File: config.mk
export PLATFORM = sky130hd
export DESIGN_NAME = dda_line_rasterizer
export DESIGN_NICKNAME = d
export VERILOG_FILES = /design/src/design/dlr_pkg.sv /design/src/design/dda_line_rasterizer.sv /design/src/design/dlr_ctrl.sv /design/src/design/dlr_datapath.sv /design/src/design/dlr_pixel_pipe.sv
export SDC_FILE = /design/constraint.sdc
export NUM_CORES = 1
export LEC_CHECK = 0
export ABC_AREA = 1
export BUFFER_PORTS_ARGS = -buffer_cell sky130_fd_sc_hd__buf_2
export CORE_MARGIN = 5
export CORE_UTILIZATION = 63
export CTS_CLUSTER_SIZE = 24
export DETAILED_ROUTE_END_ITERATION = 6
export PLACE_DENSITY_LB_ADDON = 0.08
export SETUP_SLACK_MARGIN = 0.1
export SLEW_MARGIN = 10
export SYNTH_ARGS = -nofsm -noshare
export SYNTH_HDL_FRONTEND = slang
export SYNTH_HIERARCHICAL = 1
export SYNTH_SLANG_ARGS = --single-unit
File: constraint.sdc
create_clock -name clk -period 12.34 [get_ports clk]
set_input_delay 1.234 -clock clk [delete_from_list [all_inputs] [get_ports clk]]
set_output_delay 1.234 -clock clk [all_outputs]
set_load 0.02 [all_outputs]
File: src/design/dlr_pkg.sv
`default_nettype none
// ----------------------------------------------------------------------------
// dlr_pkg
// Types, constants and helpers shared by the line rasterizer modules.
// ----------------------------------------------------------------------------
package dlr_pkg;

	localparam int COORD_W    = 16;
	localparam int FRAC_BITS  = 16;
	localparam int MAX_WIDTH  = 2048;

	localparam int MAG_W      = COORD_W + 1;             // signed delta / magnitude
	localparam int SLOPE_W    = FRAC_BITS + 2;           // signed slope, |q| <= 1.0
	localparam int ACC_W      = COORD_W + FRAC_BITS + 2; // signed accumulator
	localparam int CALC_W     = ACC_W - FRAC_BITS;       // pixel coordinate math
	localparam int PIX_W      = 17;
	localparam int CFG_W      = 12;
	localparam int COLOR_W    = 8;
	localparam int ADDR_W     = 24;
	localparam int DIM_W      = $clog2(MAX_WIDTH + 1);
	localparam int LIN_W      = 2 * DIM_W + 1;
	localparam int DIV_STEPS  = FRAC_BITS + 1;
	localparam int CNT_W      = $clog2(DIV_STEPS);
	localparam int IDX_W      = 3;

	localparam int IN_TDATA_W    = 4 * COORD_W;
	localparam int OUT_FIELDS_W  = 2 * PIX_W + ADDR_W + 3 * COLOR_W;
	localparam int OUT_TDATA_W   = ((OUT_FIELDS_W + 7) / 8) * 8;

	localparam logic [CFG_W-1:0]   RST_FRAME_WIDTH  = CFG_W'(640);
	localparam logic [CFG_W-1:0]   RST_FRAME_HEIGHT = CFG_W'(480);
	localparam logic [COLOR_W-1:0] RST_RED          = COLOR_W'(255);
	localparam logic [COLOR_W-1:0] RST_GREEN        = COLOR_W'(0);
	localparam logic [COLOR_W-1:0] RST_BLUE         = COLOR_W'(0);

	typedef enum logic [0:0] {
		REQ_START = 1'b0,
		REQ_STEP  = 1'b1
	} req_type_t;

	typedef enum logic [IDX_W-1:0] {
		REG_FRAME_WIDTH  = 3'd0,
		REG_FRAME_HEIGHT = 3'd1,
		REG_DRAW_RED     = 3'd2,
		REG_DRAW_GREEN   = 3'd3,
		REG_DRAW_BLUE    = 3'd4
	} cfg_reg_t;

	typedef enum logic [1:0] {
		ST_IDLE,
		ST_DIVIDE,
		ST_FINISH
	} ctrl_state_t;

	typedef struct packed {
		logic load;       // latch a new line from the input word
		logic div_step;   // one restoring division step
		logic div_finish; // write signed slope, arm the line
		logic pix_step;   // emit one pixel and advance
	} ctrl_cmd_t;

	typedef struct packed {
		logic zero_len;
		logic line_active;
	} dp_status_t;

	typedef struct packed {
		logic signed [PIX_W-1:0] px;
		logic signed [PIX_W-1:0] py;
		logic                    outside;
		logic                    last;
	} pix_t;

	// frame dimensions saturate at the largest supported width
	function automatic logic [DIM_W-1:0] sat_dim(input logic [CFG_W-1:0] v);
		logic [DIM_W-1:0] r;
		if (32'(v) > MAX_WIDTH) begin
			r = DIM_W'(MAX_WIDTH);
		end else begin
			r = DIM_W'(v);
		end
		return r;
	endfunction

endpackage
`default_nettype wire

File: src/design/dda_line_rasterizer.sv
`default_nettype none
// ----------------------------------------------------------------------------
// dda_line_rasterizer
// DDA line rasterizer emitting pixel coordinates and packed 24-bit addresses.
// ----------------------------------------------------------------------------
// A start word (tuser 0) loads a line and computes its minor-axis slope with
// a one-bit-per-cycle restoring divider: the block takes the start word, runs
// the divide steps, then signs the slope, and holds the input off until it is
// done (a zero-length line skips the division). Step words (tuser 1) go at one
// per cycle while the address pipeline is ready; each emits one pixel through a
// three-register address pipeline (pixel, row multiply-add, times three).
// Steps with no line armed are taken and produce nothing. tlast marks the
// final pixel and tuser flags pixels outside the frame, whose address reads
// zero. Configuration takes effect on the next word and must only be written
// while no pixel is pending.
module dda_line_rasterizer (
	input  wire logic                                 clk,
	input  wire logic                                 arst_n,
	// start_x [15:0], start_y [31:16], end_x [47:32], end_y [63:48]
	input  wire logic [dlr_pkg::IN_TDATA_W-1:0]       s_tdata,
	// req_type [0]
	input  wire logic [0:0]                           s_tuser,
	input  wire logic                                 s_tvalid,
	output logic                                      s_tready,
	// pixel_x [16:0], pixel_y [33:17], byte_addr [57:34], blue_byte [65:58],
	// green_byte [73:66], red_byte [81:74], zero [87:82]
	output logic [dlr_pkg::OUT_TDATA_W-1:0]           m_tdata,
	// off_frame [0]
	output logic [0:0]                                m_tuser,
	output logic                                      m_tlast,
	output logic                                      m_tvalid,
	input  wire logic                                 m_tready,
	input  wire logic                                 cfg_wen,
	input  wire logic [dlr_pkg::IDX_W-1:0]            cfg_addr,
	input  wire logic [dlr_pkg::CFG_W-1:0]            cfg_data
);

	localparam int COORD_W = dlr_pkg::COORD_W;

	logic [dlr_pkg::CFG_W-1:0]   frame_width_q, frame_height_q;
	logic [dlr_pkg::COLOR_W-1:0] draw_red_q, draw_green_q, draw_blue_q;
	logic [dlr_pkg::DIM_W-1:0]   frame_w, frame_h;

	always_ff @(posedge clk or negedge arst_n) begin
		if (!arst_n) begin
			frame_width_q  <= dlr_pkg::RST_FRAME_WIDTH;
			frame_height_q <= dlr_pkg::RST_FRAME_HEIGHT;
			draw_red_q     <= dlr_pkg::RST_RED;
			draw_green_q   <= dlr_pkg::RST_GREEN;
			draw_blue_q    <= dlr_pkg::RST_BLUE;
		end else if (cfg_wen) begin
			unique case (dlr_pkg::cfg_reg_t'(cfg_addr))
				dlr_pkg::REG_FRAME_WIDTH:  frame_width_q  <= cfg_data;
				dlr_pkg::REG_FRAME_HEIGHT: frame_height_q <= cfg_data;
				dlr_pkg::REG_DRAW_RED:     draw_red_q     <= cfg_data[dlr_pkg::COLOR_W-1:0];
				dlr_pkg::REG_DRAW_GREEN:   draw_green_q   <= cfg_data[dlr_pkg::COLOR_W-1:0];
				dlr_pkg::REG_DRAW_BLUE:    draw_blue_q    <= cfg_data[dlr_pkg::COLOR_W-1:0];
				default: ;
			endcase
		end
	end

	assign frame_w = dlr_pkg::sat_dim(frame_width_q);
	assign frame_h = dlr_pkg::sat_dim(frame_height_q);

	dlr_pkg::ctrl_cmd_t  cmd;
	dlr_pkg::dp_status_t status;
	dlr_pkg::pix_t       pix;
	logic                pipe_ready;

	logic signed [dlr_pkg::PIX_W-1:0] out_px, out_py;
	logic [dlr_pkg::ADDR_W-1:0]       out_addr;
	logic                             out_outside, out_last;

	dlr_ctrl u_ctrl (
		.clk        (clk),
		.arst_n     (arst_n),
		.s_tvalid   (s_tvalid),
		.s_tready   (s_tready),
		.req_type   (s_tuser),
		.pipe_ready (pipe_ready),
		.status     (status),
		.cmd        (cmd)
	);

	dlr_datapath u_datapath (
		.clk     (clk),
		.arst_n  (arst_n),
		.cmd     (cmd),
		.start_x (s_tdata[COORD_W-1:0]),
		.start_y (s_tdata[2*COORD_W-1:COORD_W]),
		.end_x   (s_tdata[3*COORD_W-1:2*COORD_W]),
		.end_y   (s_tdata[4*COORD_W-1:3*COORD_W]),
		.frame_w (frame_w),
		.frame_h (frame_h),
		.status  (status),
		.pix     (pix)
	);

	dlr_pixel_pipe u_pixel_pipe (
		.clk         (clk),
		.arst_n      (arst_n),
		.in_valid    (cmd.pix_step),
		.pix         (pix),
		.frame_w     (frame_w),
		.in_ready    (pipe_ready),
		.out_valid   (m_tvalid),
		.out_ready   (m_tready),
		.out_px      (out_px),
		.out_py      (out_py),
		.out_addr    (out_addr),
		.out_outside (out_outside),
		.out_last    (out_last)
	);

	assign m_tdata = dlr_pkg::OUT_TDATA_W'({draw_red_q, draw_green_q, draw_blue_q,
		out_addr, out_py, out_px});
	assign m_tuser = out_outside;
	assign m_tlast = out_last;

endmodule
`default_nettype wire

File: src/design/dlr_ctrl.sv
`default_nettype none
// ----------------------------------------------------------------------------
// dlr_ctrl
// Sequencer: accepts words, runs the slope division, issues pixel steps.
// ----------------------------------------------------------------------------
module dlr_ctrl (
	input  wire logic                   clk,
	input  wire logic                   arst_n,
	input  wire logic                   s_tvalid,
	output logic                        s_tready,
	input  wire logic [0:0]             req_type,
	input  wire logic                   pipe_ready,
	input  wire dlr_pkg::dp_status_t    status,
	output dlr_pkg::ctrl_cmd_t          cmd
);

	dlr_pkg::ctrl_state_t state_q, state_d;
	logic [dlr_pkg::CNT_W-1:0] count_q;
	logic fire;

	always_ff @(posedge clk or negedge arst_n) begin
		if (!arst_n) begin
			state_q <= dlr_pkg::ST_IDLE;
			count_q <= '0;
		end else begin
			state_q <= state_d;
			if (state_q == dlr_pkg::ST_DIVIDE) begin
				count_q <= count_q + 1'b1;
			end else begin
				count_q <= '0;
			end
		end
	end

	always_comb begin
		state_d  = state_q;
		s_tready = 1'b0;
		fire     = 1'b0;
		cmd      = '0;
		unique case (state_q)
			dlr_pkg::ST_IDLE: begin
				s_tready = pipe_ready;
				fire     = s_tvalid && pipe_ready;
				if (fire && (dlr_pkg::req_type_t'(req_type) == dlr_pkg::REQ_START)) begin
					cmd.load = 1'b1;
					if (!status.zero_len) begin
						state_d = dlr_pkg::ST_DIVIDE;
					end
				end else if (fire && status.line_active) begin
					cmd.pix_step = 1'b1;
				end
			end
			dlr_pkg::ST_DIVIDE: begin
				cmd.div_step = 1'b1;
				if (count_q == dlr_pkg::CNT_W'(dlr_pkg::DIV_STEPS - 1)) begin
					state_d = dlr_pkg::ST_FINISH;
				end
			end
			dlr_pkg::ST_FINISH: begin
				cmd.div_finish = 1'b1;
				state_d        = dlr_pkg::ST_IDLE;
			end
			default: begin
				state_d = dlr_pkg::ST_IDLE;
			end
		endcase
	end

endmodule
`default_nettype wire

File: src/design/dlr_datapath.sv
`default_nettype none
// ----------------------------------------------------------------------------
// dlr_datapath
// Line state, restoring slope divider and per-step pixel coordinates.
// ----------------------------------------------------------------------------
module dlr_datapath (
	input  wire logic                                 clk,
	input  wire logic                                 arst_n,
	input  wire dlr_pkg::ctrl_cmd_t                   cmd,
	input  wire logic signed [dlr_pkg::COORD_W-1:0]   start_x,
	input  wire logic signed [dlr_pkg::COORD_W-1:0]   start_y,
	input  wire logic signed [dlr_pkg::COORD_W-1:0]   end_x,
	input  wire logic signed [dlr_pkg::COORD_W-1:0]   end_y,
	input  wire logic [dlr_pkg::DIM_W-1:0]            frame_w,
	input  wire logic [dlr_pkg::DIM_W-1:0]            frame_h,
	output dlr_pkg::dp_status_t                       status,
	output dlr_pkg::pix_t                             pix
);

	localparam int MAG_W   = dlr_pkg::MAG_W;
	localparam int F       = dlr_pkg::FRAC_BITS;
	localparam int SLOPE_W = dlr_pkg::SLOPE_W;
	localparam int ACC_W   = dlr_pkg::ACC_W;
	localparam int CALC_W  = dlr_pkg::CALC_W;
	localparam int COORD_W = dlr_pkg::COORD_W;

	// line state
	logic                        line_active_q;
	logic                        y_major_q;
	logic                        step_neg_q;
	logic signed [COORD_W-1:0]   origin_x_q, origin_y_q;
	logic signed [MAG_W-1:0]     major_index_q, major_end_q;
	logic signed [SLOPE_W-1:0]   minor_slope_q;
	logic signed [ACC_W-1:0]     minor_accum_q;

	// divider
	logic [MAG_W-1:0] alon_q, rem_q;
	logic [F:0]       dvd_q, quo_q;
	logic             sho_neg_q;

	// start decode
	logic signed [MAG_W-1:0] dx, dy, lon;
	logic [MAG_W-1:0]        adx, ady, alon, asho;
	logic                    ymaj;

	assign dx  = {end_x[COORD_W-1], end_x} - {start_x[COORD_W-1], start_x};
	assign dy  = {end_y[COORD_W-1], end_y} - {start_y[COORD_W-1], start_y};
	assign adx = dx[MAG_W-1] ? MAG_W'(~dx + 1'b1) : MAG_W'(dx);
	assign ady = dy[MAG_W-1] ? MAG_W'(~dy + 1'b1) : MAG_W'(dy);
	// |dy| > |dx| is the same test as dy*dy > dx*dx; ties stay on x
	assign ymaj = ady > adx;
	assign lon  = ymaj ? dy : dx;
	assign alon = ymaj ? ady : adx;
	assign asho = ymaj ? adx : ady;

	assign status.zero_len    = (alon == '0);
	assign status.line_active = line_active_q;

	// remainder stays below alon, so the top quotient bits above F are zero
	logic [MAG_W:0]   shifted, diff;
	logic             ge;
	logic [MAG_W-1:0] rem_next;

	assign shifted  = {rem_q, dvd_q[F]};
	assign diff     = shifted - {1'b0, alon_q};
	assign ge       = shifted >= {1'b0, alon_q};
	assign rem_next = ge ? diff[MAG_W-1:0] : shifted[MAG_W-1:0];

	logic signed [SLOPE_W-1:0] q_ext;
	assign q_ext = {1'b0, quo_q};

	// pixel for the current index
	logic signed [ACC_W-1:0]  acc_bias, off_full;
	logic signed [CALC_W-1:0] off, idx_ext, px_c, py_c;
	logic signed [MAG_W-1:0]  next_idx;
	logic                     last;

	// truncate toward zero: bias negatives before the arithmetic shift
	assign acc_bias = minor_accum_q +
		(minor_accum_q[ACC_W-1] ? ACC_W'((1 << F) - 1) : ACC_W'(0));
	assign off_full = acc_bias >>> F;
	assign off      = off_full[CALC_W-1:0];
	assign idx_ext  = CALC_W'(major_index_q);

	assign px_c = CALC_W'(origin_x_q) + (y_major_q ? off : idx_ext);
	assign py_c = CALC_W'(origin_y_q) + (y_major_q ? idx_ext : off);

	assign next_idx = step_neg_q ? major_index_q - 1'b1 : major_index_q + 1'b1;
	assign last     = (next_idx == major_end_q);

	assign pix.px      = px_c[dlr_pkg::PIX_W-1:0];
	assign pix.py      = py_c[dlr_pkg::PIX_W-1:0];
	assign pix.last    = last;
	assign pix.outside = px_c[CALC_W-1] || py_c[CALC_W-1] ||
		($unsigned(px_c) >= CALC_W'(frame_w)) ||
		($unsigned(py_c) >= CALC_W'(frame_h));

	always_ff @(posedge clk or negedge arst_n) begin
		if (!arst_n) begin
			line_active_q <= 1'b0;
		end else begin
			if (cmd.load) begin
				line_active_q <= 1'b0;
			end else if (cmd.div_finish) begin
				line_active_q <= 1'b1;
			end else if (cmd.pix_step && last) begin
				line_active_q <= 1'b0;
			end
		end
	end

	always_ff @(posedge clk) begin
		if (cmd.load) begin
			origin_x_q    <= start_x;
			origin_y_q    <= start_y;
			y_major_q     <= ymaj;
			major_end_q   <= lon;
			major_index_q <= '0;
			step_neg_q    <= lon[MAG_W-1];
			minor_accum_q <= '0;
			sho_neg_q     <= ymaj ? dx[MAG_W-1] : dy[MAG_W-1];
			alon_q        <= alon;
			rem_q         <= asho >> 1;
			dvd_q         <= {asho[0], F'(0)};
		end
		if (cmd.div_step) begin
			rem_q <= rem_next;
			dvd_q <= dvd_q << 1;
			quo_q <= {quo_q[F-1:0], ge};
		end
		if (cmd.div_finish) begin
			minor_slope_q <= sho_neg_q ? -q_ext : q_ext;
		end
		if (cmd.pix_step) begin
			major_index_q <= next_idx;
			minor_accum_q <= minor_accum_q +
				{{(ACC_W-SLOPE_W){minor_slope_q[SLOPE_W-1]}}, minor_slope_q};
		end
	end

endmodule
`default_nettype wire

File: src/design/dlr_pixel_pipe.sv
`default_nettype none
// ----------------------------------------------------------------------------
// dlr_pixel_pipe
// Address pipeline: register pixel, row multiply-add, times three, output.
// ----------------------------------------------------------------------------
module dlr_pixel_pipe (
	input  wire logic                                clk,
	input  wire logic                                arst_n,
	input  wire logic                                in_valid,
	input  wire dlr_pkg::pix_t                       pix,
	input  wire logic [dlr_pkg::DIM_W-1:0]           frame_w,
	output logic                                     in_ready,
	output logic                                     out_valid,
	input  wire logic                                out_ready,
	output logic signed [dlr_pkg::PIX_W-1:0]         out_px,
	output logic signed [dlr_pkg::PIX_W-1:0]         out_py,
	output logic [dlr_pkg::ADDR_W-1:0]               out_addr,
	output logic                                     out_outside,
	output logic                                     out_last
);

	localparam int DIM_W = dlr_pkg::DIM_W;
	localparam int LIN_W = dlr_pkg::LIN_W;

	logic                 v_s1, v_s2, v_s3;
	logic                 rdy_s1, rdy_s2, rdy_s3;
	dlr_pkg::pix_t        pix_s1;
	dlr_pkg::pix_t        pix_s2;
	logic [LIN_W-1:0]     lin_s2;
	logic [LIN_W:0]       tri_s2;
	dlr_pkg::pix_t        pix_s3;
	logic [dlr_pkg::ADDR_W-1:0] addr_s3;

	assign rdy_s3   = !v_s3 || out_ready;
	assign rdy_s2   = !v_s2 || rdy_s3;
	assign rdy_s1   = !v_s1 || rdy_s2;
	assign in_ready = rdy_s1;

	assign tri_s2 = {lin_s2, 1'b0} + {1'b0, lin_s2};

	always_ff @(posedge clk or negedge arst_n) begin
		if (!arst_n) begin
			v_s1 <= 1'b0;
			v_s2 <= 1'b0;
			v_s3 <= 1'b0;
		end else begin
			if (rdy_s1) v_s1 <= in_valid;
			if (rdy_s2) v_s2 <= v_s1;
			if (rdy_s3) v_s3 <= v_s2;
		end
	end

	always_ff @(posedge clk) begin
		if (rdy_s1) begin
			pix_s1 <= pix;
		end
		if (rdy_s2) begin
			pix_s2 <= pix_s1;
			// only meaningful in frame, where both coordinates fit DIM_W bits
			lin_s2 <= LIN_W'(frame_w) * LIN_W'(pix_s1.py[DIM_W-1:0]) +
				LIN_W'(pix_s1.px[DIM_W-1:0]);
		end
		if (rdy_s3) begin
			pix_s3  <= pix_s2;
			addr_s3 <= pix_s2.outside ? '0 : dlr_pkg::ADDR_W'(tri_s2);
		end
	end

	assign out_valid   = v_s3;
	assign out_px      = pix_s3.px;
	assign out_py      = pix_s3.py;
	assign out_addr    = addr_s3;
	assign out_outside = pix_s3.outside;
	assign out_last    = pix_s3.last;

endmodule
`default_nettype wire

==> metrics.txt, run 1 <==
Congestion Overflow GR=0; first-pass detailed-route iteration total=6; Clock Skew=approximately 0.014 ns; Max rail drop VDD=around 0.24 mV; worst slack, placed=between 5 and 6 ns; clock network fraction of total power=between 10% and 20%; layout cell share with drive strength beyond 1=between 10% and 20%; CTS Hold Buffers Added=0; f_max=roughly 160 MHz; first-pass GRT wire length=between 100000 and 150000 um; #FFs+latches synth=386; Setup Crit Path Kind=input pin to flip-flop; leak pwr=18.33 nW; Post-CTS Setup Bufs=0; number of global-route vias before repair=roughly 27000; synthesized instance count=about 4200; worst-path fanout max=35; Placed Cells=just under 5000; fraction of registers with async set or reset after synthesis=about 15%; WL/cell=16.89 um; Die H=238.2 um; Psw=between 0.004 and 0.005 W; later-pin clock latency in the skew report=a little under 0.6 ns; crit path capture type=flip-flop; hpwl dp=between 60000 and 70000 um; clock buffer count from CTS=44; clock buffer depth=3; Worst Hold Class=flip-flop to flip-flop; initial antenna violation count=2; Root Buffer=clkbuf_16; worst rel slew slack=about a fifth; Final WS setup=~6.2 ns; Worst-Margin Slew=between 1 and 1.5 ns; Chip Width=roughly 240 um; # setup viols final=0; status=completed; setup TNS=0 ns; core area=51410 um^2; Final Critical Period=6.116 ns; Clock Pin Slew Worst Setup and Hold Paths=roughly 0.060 ns; Seq pwr share=between 20% and 30%; P&R area growth vs syn=9.168%; fin. max-slew vios=0; maximum capacitance violations=0; Routed Antenna Nets=0; RSZ-0062 raised after global routing=false; Startpoint Class=input pin; IO Pins=approximately 180; wirelength, routed=about 85000 um; post-synthesis sequential area ratio=between 30 and 40%; Global Route Usage Sum=a little under 30%; # nets final=about 4800; drt initial violations=2144; area of the mapped netlist=~33000 um^2; Final Cycle Share=49.56%; Worst path slowest cell=inv_1; syn_area_per_cell=about 7.9 um^2; yosys warns=6; number of synthesized flops with an enable pin=roughly 330; TritonCTS clock tree=yes; RePlAce Congestion=0.9773; Buffers on Ports=between 150 and 200; Most used DFF post-synth=edfxtp_1; CP required=approximately 13 ns; Die Area=56720 um^2; Int Power=approximately 0.0047 W; Worst Path Arrival=between 6 and 7 ns; Worst path max stage delay=between 0.7 and 0.8 ns; pwr dens=around 260 nW/um^2; Net Sw Frac=between 40% and 50%; largest net degree at the start of global routing=between 60 and 70; DR vias=27820; H-tree level count=2; Final Hold Fails=0; via/cell ratio=between 5 and 6; post-cts sizing count=0; initial core utilization=a little under two thirds; Row Count=83; Non-Filler Instances=5056; Sink Count=386; Netlist cell types=between 60 and 70; DRC violation count after routing=0; Comb power frac=between 60% and 70%
-- logic make-up (layout without fill, tap and decap cells) --
kind of cell / Yosys count / after routing / share of synthesized area, %
fa+ha+maj: 403 / 403 / 18.10
other cells: 1 / 8 / 0.01143
simple gates: 1797 / 1797 / 23.70
mux: 1 / 1 / 0.03052
buf+inv: 882 / 1074 / 10.46
xor+xnor: 105 / 105 / 2.888
compound gates: 602 / 602 / 10.32
flops: 386 / 386 / 34.50
-- Yosys cell counts, types with 12 or more instances --
cell | count | area [um^2]
nand2_1 | 1081 | 4058
inv_1 | 767 | 2879
edfxtp_1 | 327 | 9819
nor2_1 | 297 | 1115
ha_1 | 284 | 3553
a21oi_1 | 263 | 1316
o21ai_0 | 184 | 920.9
nand3_1 | 182 | 910.9
fa_1 | 119 | 2382
xor2_1 | 69 | 604.3
nand4_1 | 51 | 319.1
clkbuf_1 | 49 | 183.9
dfrtp_1 | 45 | 1126
nand2_2 | 43 | 269.0
nor3_1 | 43 | 215.2
xnor2_1 | 34 | 297.8
o21ai_1 | 32 | 160.2
inv_2 | 28 | 105.1
o21ai_2 | 25 | 219.0
nand3b_1 | 20 | 150.1
nor2_2 | 17 | 106.4
dfstp_2 | 14 | 367.9
nand3_2 | 14 | 140.1
o21a_1 | 13 | 97.59
o21bai_1 | 13 | 97.59
a21o_1 | 12 | 90.09
-- final timing paths --
kind,start,end,slack (ns),cells after the start
min,u_pixel_pipe/pix_s1[14],u_pixel_pipe/pix_s2[14],0.41,0
max reg2reg,u_datapath/minor_accum_q[33],u_pixel_pipe/pix_s1[1],6.35,34
max,s_tdata[32],u_ctrl/state_q[0],6.22,31
max in group asynchronous,arst_n,u_ctrl/state_q[0],10.98,2
min in group asynchronous,arst_n,draw_green_q[2],0.83,2
min reg2reg,u_pixel_pipe/pix_s1[14],u_pixel_pipe/pix_s2[14],0.41,0
-- critical path, delay by kind of cell --
kind	cells	cell delay, ns
and+or+nand+nor	21	2.85
buffers and inverters	6	1.16
AOI/OAI and AO/OA	1	0.30
adders and majority gates	3	1.03
-- cell type report --
cell class              count  area (um^2)
well taps                 680        850.8
repair buffers            193         1023
multi-input cells        2914        18090
flip-flops and latches    386        11310
clock inverters            24        259.0
clock buffers              56         1251
inverters                 801         3009
diodes                      2        5.005
fillers                  4324        15600
-- flip-flops by register name (all words and copies together), names as in the netlist, 2 cells and up --
name / cells
draw_blue_q: 8
draw_green_q: 8
draw_red_q: 8
frame_height_q: 12
frame_width_q: 12
u_ctrl/count_q: 5
u_ctrl/state_q: 2
u_datapath/alon_q: 16
u_datapath/major_end_q: 16
u_datapath/major_index_q: 17
u_datapath/minor_accum_q: 34
u_datapath/minor_slope_q: 18
u_datapath/origin_x_q: 16
u_datapath/origin_y_q: 16
u_datapath/quo_q: 17
u_datapath/rem_q: 17
u_pixel_pipe/lin_s2: 24
u_pixel_pipe/out_addr: 24
u_pixel_pipe/out_px: 17
u_pixel_pipe/out_py: 17
u_pixel_pipe/pix_s1: 36
u_pixel_pipe/pix_s2: 36
-- power groups by stage --
stage	Combinational (W)	Sequential, W	Clock, W
after floorplan	0.00417	0.00221	0
after global placement	0.00546	0.00226	0
after detailed placement	0.00554	0.00227	0
after CTS	0.00558	0.00225	0.00140
after global routing	0.00640	0.00228	0.00145
final	0.00558	0.00225	0.00137
-- metal layers --
metal / part of all wire [%] / GRT usage (%) / vias to the layer above
met5: 0 / 0 / -
met4: 3.8 / 10.97 / 0
met3: 6.0 / 3.306 / 174
met2: 49 / 51.23 / 909
met1: 42 / 38.85 / 12920
li1: - / - / 13820
-- metrics by stage --
stage | utilization [%] | hold slack (ns) | power [W] | instance area (um^2)
after floorplan | - | 0.4003 | 0.006381 | 32820
after global placement | 66.70 | 0.4007 | 0.007723 | 34290
after detailed placement | 66.70 | 0.4045 | 0.007806 | 34290
after CTS | 69.64 | 0.4172 | 0.009220 | 35800
after global routing | 69.65 | 0.4274 | 0.01013 | 35800
final | 69.65 | 0.4135 | 0.009202 | 35800
-- cell usage in the layout (no fill, tap or decap), types with 17 or more instances in the layout --
| master | synthesis | layout |
|---|---|---|
| ha_1 | 284 | 284 |
| inv_2 | 28 | 29 |
| o21ai_0 | 184 | 184 |
| fa_1 | 119 | 119 |
| o21ai_2 | 25 | 25 |
| nand3_1 | 182 | 182 |
| buf_2 | 8 | 170 |
| dfrtp_1 | 45 | 45 |
| edfxtp_1 | 327 | 327 |
| xnor2_1 | 34 | 34 |
| buf_4 | 10 | 23 |
| nor3_1 | 43 | 41 |
| clkbuf_16 | 0 | 48 |
| a21oi_1 | 263 | 263 |
| nand2_1 | 1081 | 1077 |
| nor2_1 | 297 | 297 |
| inv_1 | 767 | 766 |
| xor2_1 | 69 | 69 |
| nand3b_1 | 20 | 20 |
| o21ai_1 | 32 | 32 |
| nor2_2 | 17 | 17 |
| nand4_1 | 51 | 51 |
| nand2_2 | 43 | 47 |
Note: power is estimated with default switching activity, not from simulation.
==> run 2, diff against run 1 <==
CORE_UTILIZATION = 57   (was 63)
clock period = 4.9 ns   (was 12.34 ns; I/O delays follow)
==> metrics.txt, run 2 (same netlist as run 1, synthesis figures left out) <==
Sink Count=a little under 400; Placed Cells=approximately 5400; Comb power frac=71.0%; Seq pwr share=~18%; CP required=5.22 ns; commonest non-fill, non-tap cell in the layout=nand2_1; drt initial violations=around 2300; first-pass detailed-route iteration total=7; core area=between 50000 and 60000 um^2; Int Power=0.01656 W; TritonCTS clock tree=yes; WL/cell=between 15 and 20 um; IO Pins=around 180; f_max=about 190 MHz; first-pass GRT wire length=between 100000 and 150000 um; Setup Crit Path Kind=flip-flop to flip-flop; DR vias=around 30000; Root Buffer=clkbuf_16; status=finished with violations; number of global-route vias before repair=28690; Final Hold Fails=0; leak pwr=roughly 21 nW; Row Count=88; worst r2r path cells=24; wirelength, routed=slightly above 90000 um; Final Cycle Share=109.5%; P&R area growth vs syn=24.10%; Worst Hold Class=input pin to async pin; Clock Skew=between 0.03 and 0.04 ns; clock network fraction of total power=10.9%; most frequent CP cell=fa_1; Worst Path Arrival=5.68 ns; DRC violation count after routing=0; Congestion Overflow GR=0; # nets final=5262; multi-input logic area=about 20000 um^2; Final Critical Period=~5.4 ns; Global Route Usage Sum=between 20% and 30%; Worst path slowest cell=fa_1; clock buffer depth=3; clock buffer count from CTS=45; maximum capacitance violations=0; Regs by FF count=u_pixel_pipe/pix_s1: 36 flops, u_pixel_pipe/pix_s2: 36 flops, u_datapath/minor_accum_q: 34 flops; crit path capture type=flip-flop; worst-path fanout max=8; initial antenna violation count=2; RSZ-0062 raised after global routing=true; Chip Width=roughly 250 um; RePlAce Congestion=0.9566; Buffers on Ports=170; failing checks=negative setup slack; Max rail drop VDD=roughly 1.8 mV; Worst path max stage delay=roughly 0.53 ns; worst reg2reg endpoint=u_pixel_pipe/lin_s2[18]; Die H=249.9 um; CTS Hold Buffers Added=0; Clock Pin Slew Worst Setup and Hold Paths=around 0.060 ns; setup TNS=-5.596 ns; Sequential Area=~11000 um^2; initial core utilization=a little under three fifths; Fill cells=between 4000 and 5000; Crit Reg-Reg Startpoint=frame_width_q[3]; Psw=around 0.014 W; H-tree level count=2; Die Area=~62000 um^2; pwr dens=758.2 nW/um^2; hpwl dp=just over 70000 um; Net Sw Frac=46.34%; reg2reg setup slack=-0.46 ns; worst rel slew slack=33.07%; fin. max-slew vios=0; # setup viols final=17; Final WS setup=-0.4633 ns; later-pin clock latency in the skew report=0.59 ns; most frequent cells in the layout=nand2_1, inv_1, buf_4, edfxtp_1, nor2_1; Routed Antenna Nets=0; Worst-Margin Slew=approximately 1 ns; layout cell share with drive strength beyond 1=between 20% and 30%; Non-Filler Instances=between 5000 and 6000; CP Cell Sequence=nor2_2 -> nand2_2 -> nor2_4 -> nand2_4 -> buf_4 -> a21oi_2 -> buf_6 -> nand2_2 -> inv_2 -> fa_1 -> fa_1 -> fa_1 -> fa_1 -> inv_1 -> fa_1 -> inv_2 -> ha_4 -> a21oi_4 -> a21boi_4 -> nor2_1 -> nor2_1 -> nand2_1 -> nand2_1 -> nand2_1; via/cell ratio=around 5.3; Startpoint Class=flip-flop; largest net degree at the start of global routing=62
[run 2: metal layers]
metal	vias to the layer above	wire length, um	global-route usage (%)
li1	14690	-	-
met1	13720	37510	35.48
met2	910	45600	50.07
met3	218	5660	4.377
met4	2	3709	10.14
met5	-	12	0
[run 2: metrics by stage]
step / utilization (%) / power [W] / area [um^2] / setup slack [ns] / hold WS [ns]
after floorplan: - / 0.01765 / 33230 / -0.07343 / 0.1944
after global placement: 65.53 / 0.02364 / 37590 / -0.4377 / 0.4010
after detailed placement: 65.53 / 0.02394 / 37590 / -0.5746 / 0.4045
after CTS: 69.16 / 0.02960 / 39680 / -0.3595 / 0.05296
after global routing: 70.95 / 0.03340 / 40700 / -0.7191 / 0.07335
final: 70.95 / 0.03086 / 40700 / -0.4633 / 0.05109
[run 2: final cells by class]
type | instances | share of cell area [%]
clock inverters | 23 | 0.5687
well taps | 765 | 2.352
diodes | 1 | 0.006148
clock buffers | 56 | 3.046
multi-input cells | 2917 | 47.93
inverters | 801 | 7.418
flip-flops and latches | 386 | 27.80
repair buffers | 623 | 10.89
[run 2: power groups by stage]
| stage | combinational (W) | clock (W) | sequential, W |
|---|---|---|---|
| floorplan | 0.0121 | 0 | 0.00556 |
| global placement | 0.0180 | 0 | 0.00562 |
| detailed placement | 0.0183 | 0 | 0.00564 |
| CTS | 0.0206 | 0.00344 | 0.00559 |
| global route | 0.0242 | 0.00356 | 0.00568 |
| finish | 0.0219 | 0.00336 | 0.00560 |
[run 2: worst max-delay path by stage]
stage                                    endpoint                         start
after global placement     u_pixel_pipe/pix_s1[1]  u_datapath/minor_accum_q[33]
final                     u_pixel_pipe/lin_s2[18]              frame_width_q[3]
after CTS                 u_pixel_pipe/lin_s2[18]              frame_width_q[9]
after floorplan           u_pixel_pipe/lin_s2[20]              frame_width_q[8]
after global routing       u_pixel_pipe/pix_s1[1]  u_datapath/minor_accum_q[33]
after detailed placement   u_pixel_pipe/pix_s1[1]  u_datapath/minor_accum_q[33]
[run 2: timing repair]
action,in CTS,in global routing
endpoints found under the setup margin,21,25
gates resized for setup,105,200
pin swaps,50,115
setup buffers,25,26
cloned,3,5
[run 2: critical path, delay by kind of cell (launching register included)]
kind	cells	cell delay, ns
AND/OR/NAND/NOR	10	1.00
adder cells (fa/ha/maj)	6	2.66
AO/OA/AOI/OAI	3	0.53
flip-flops	1	0.40
buffers and inverters	5	0.50
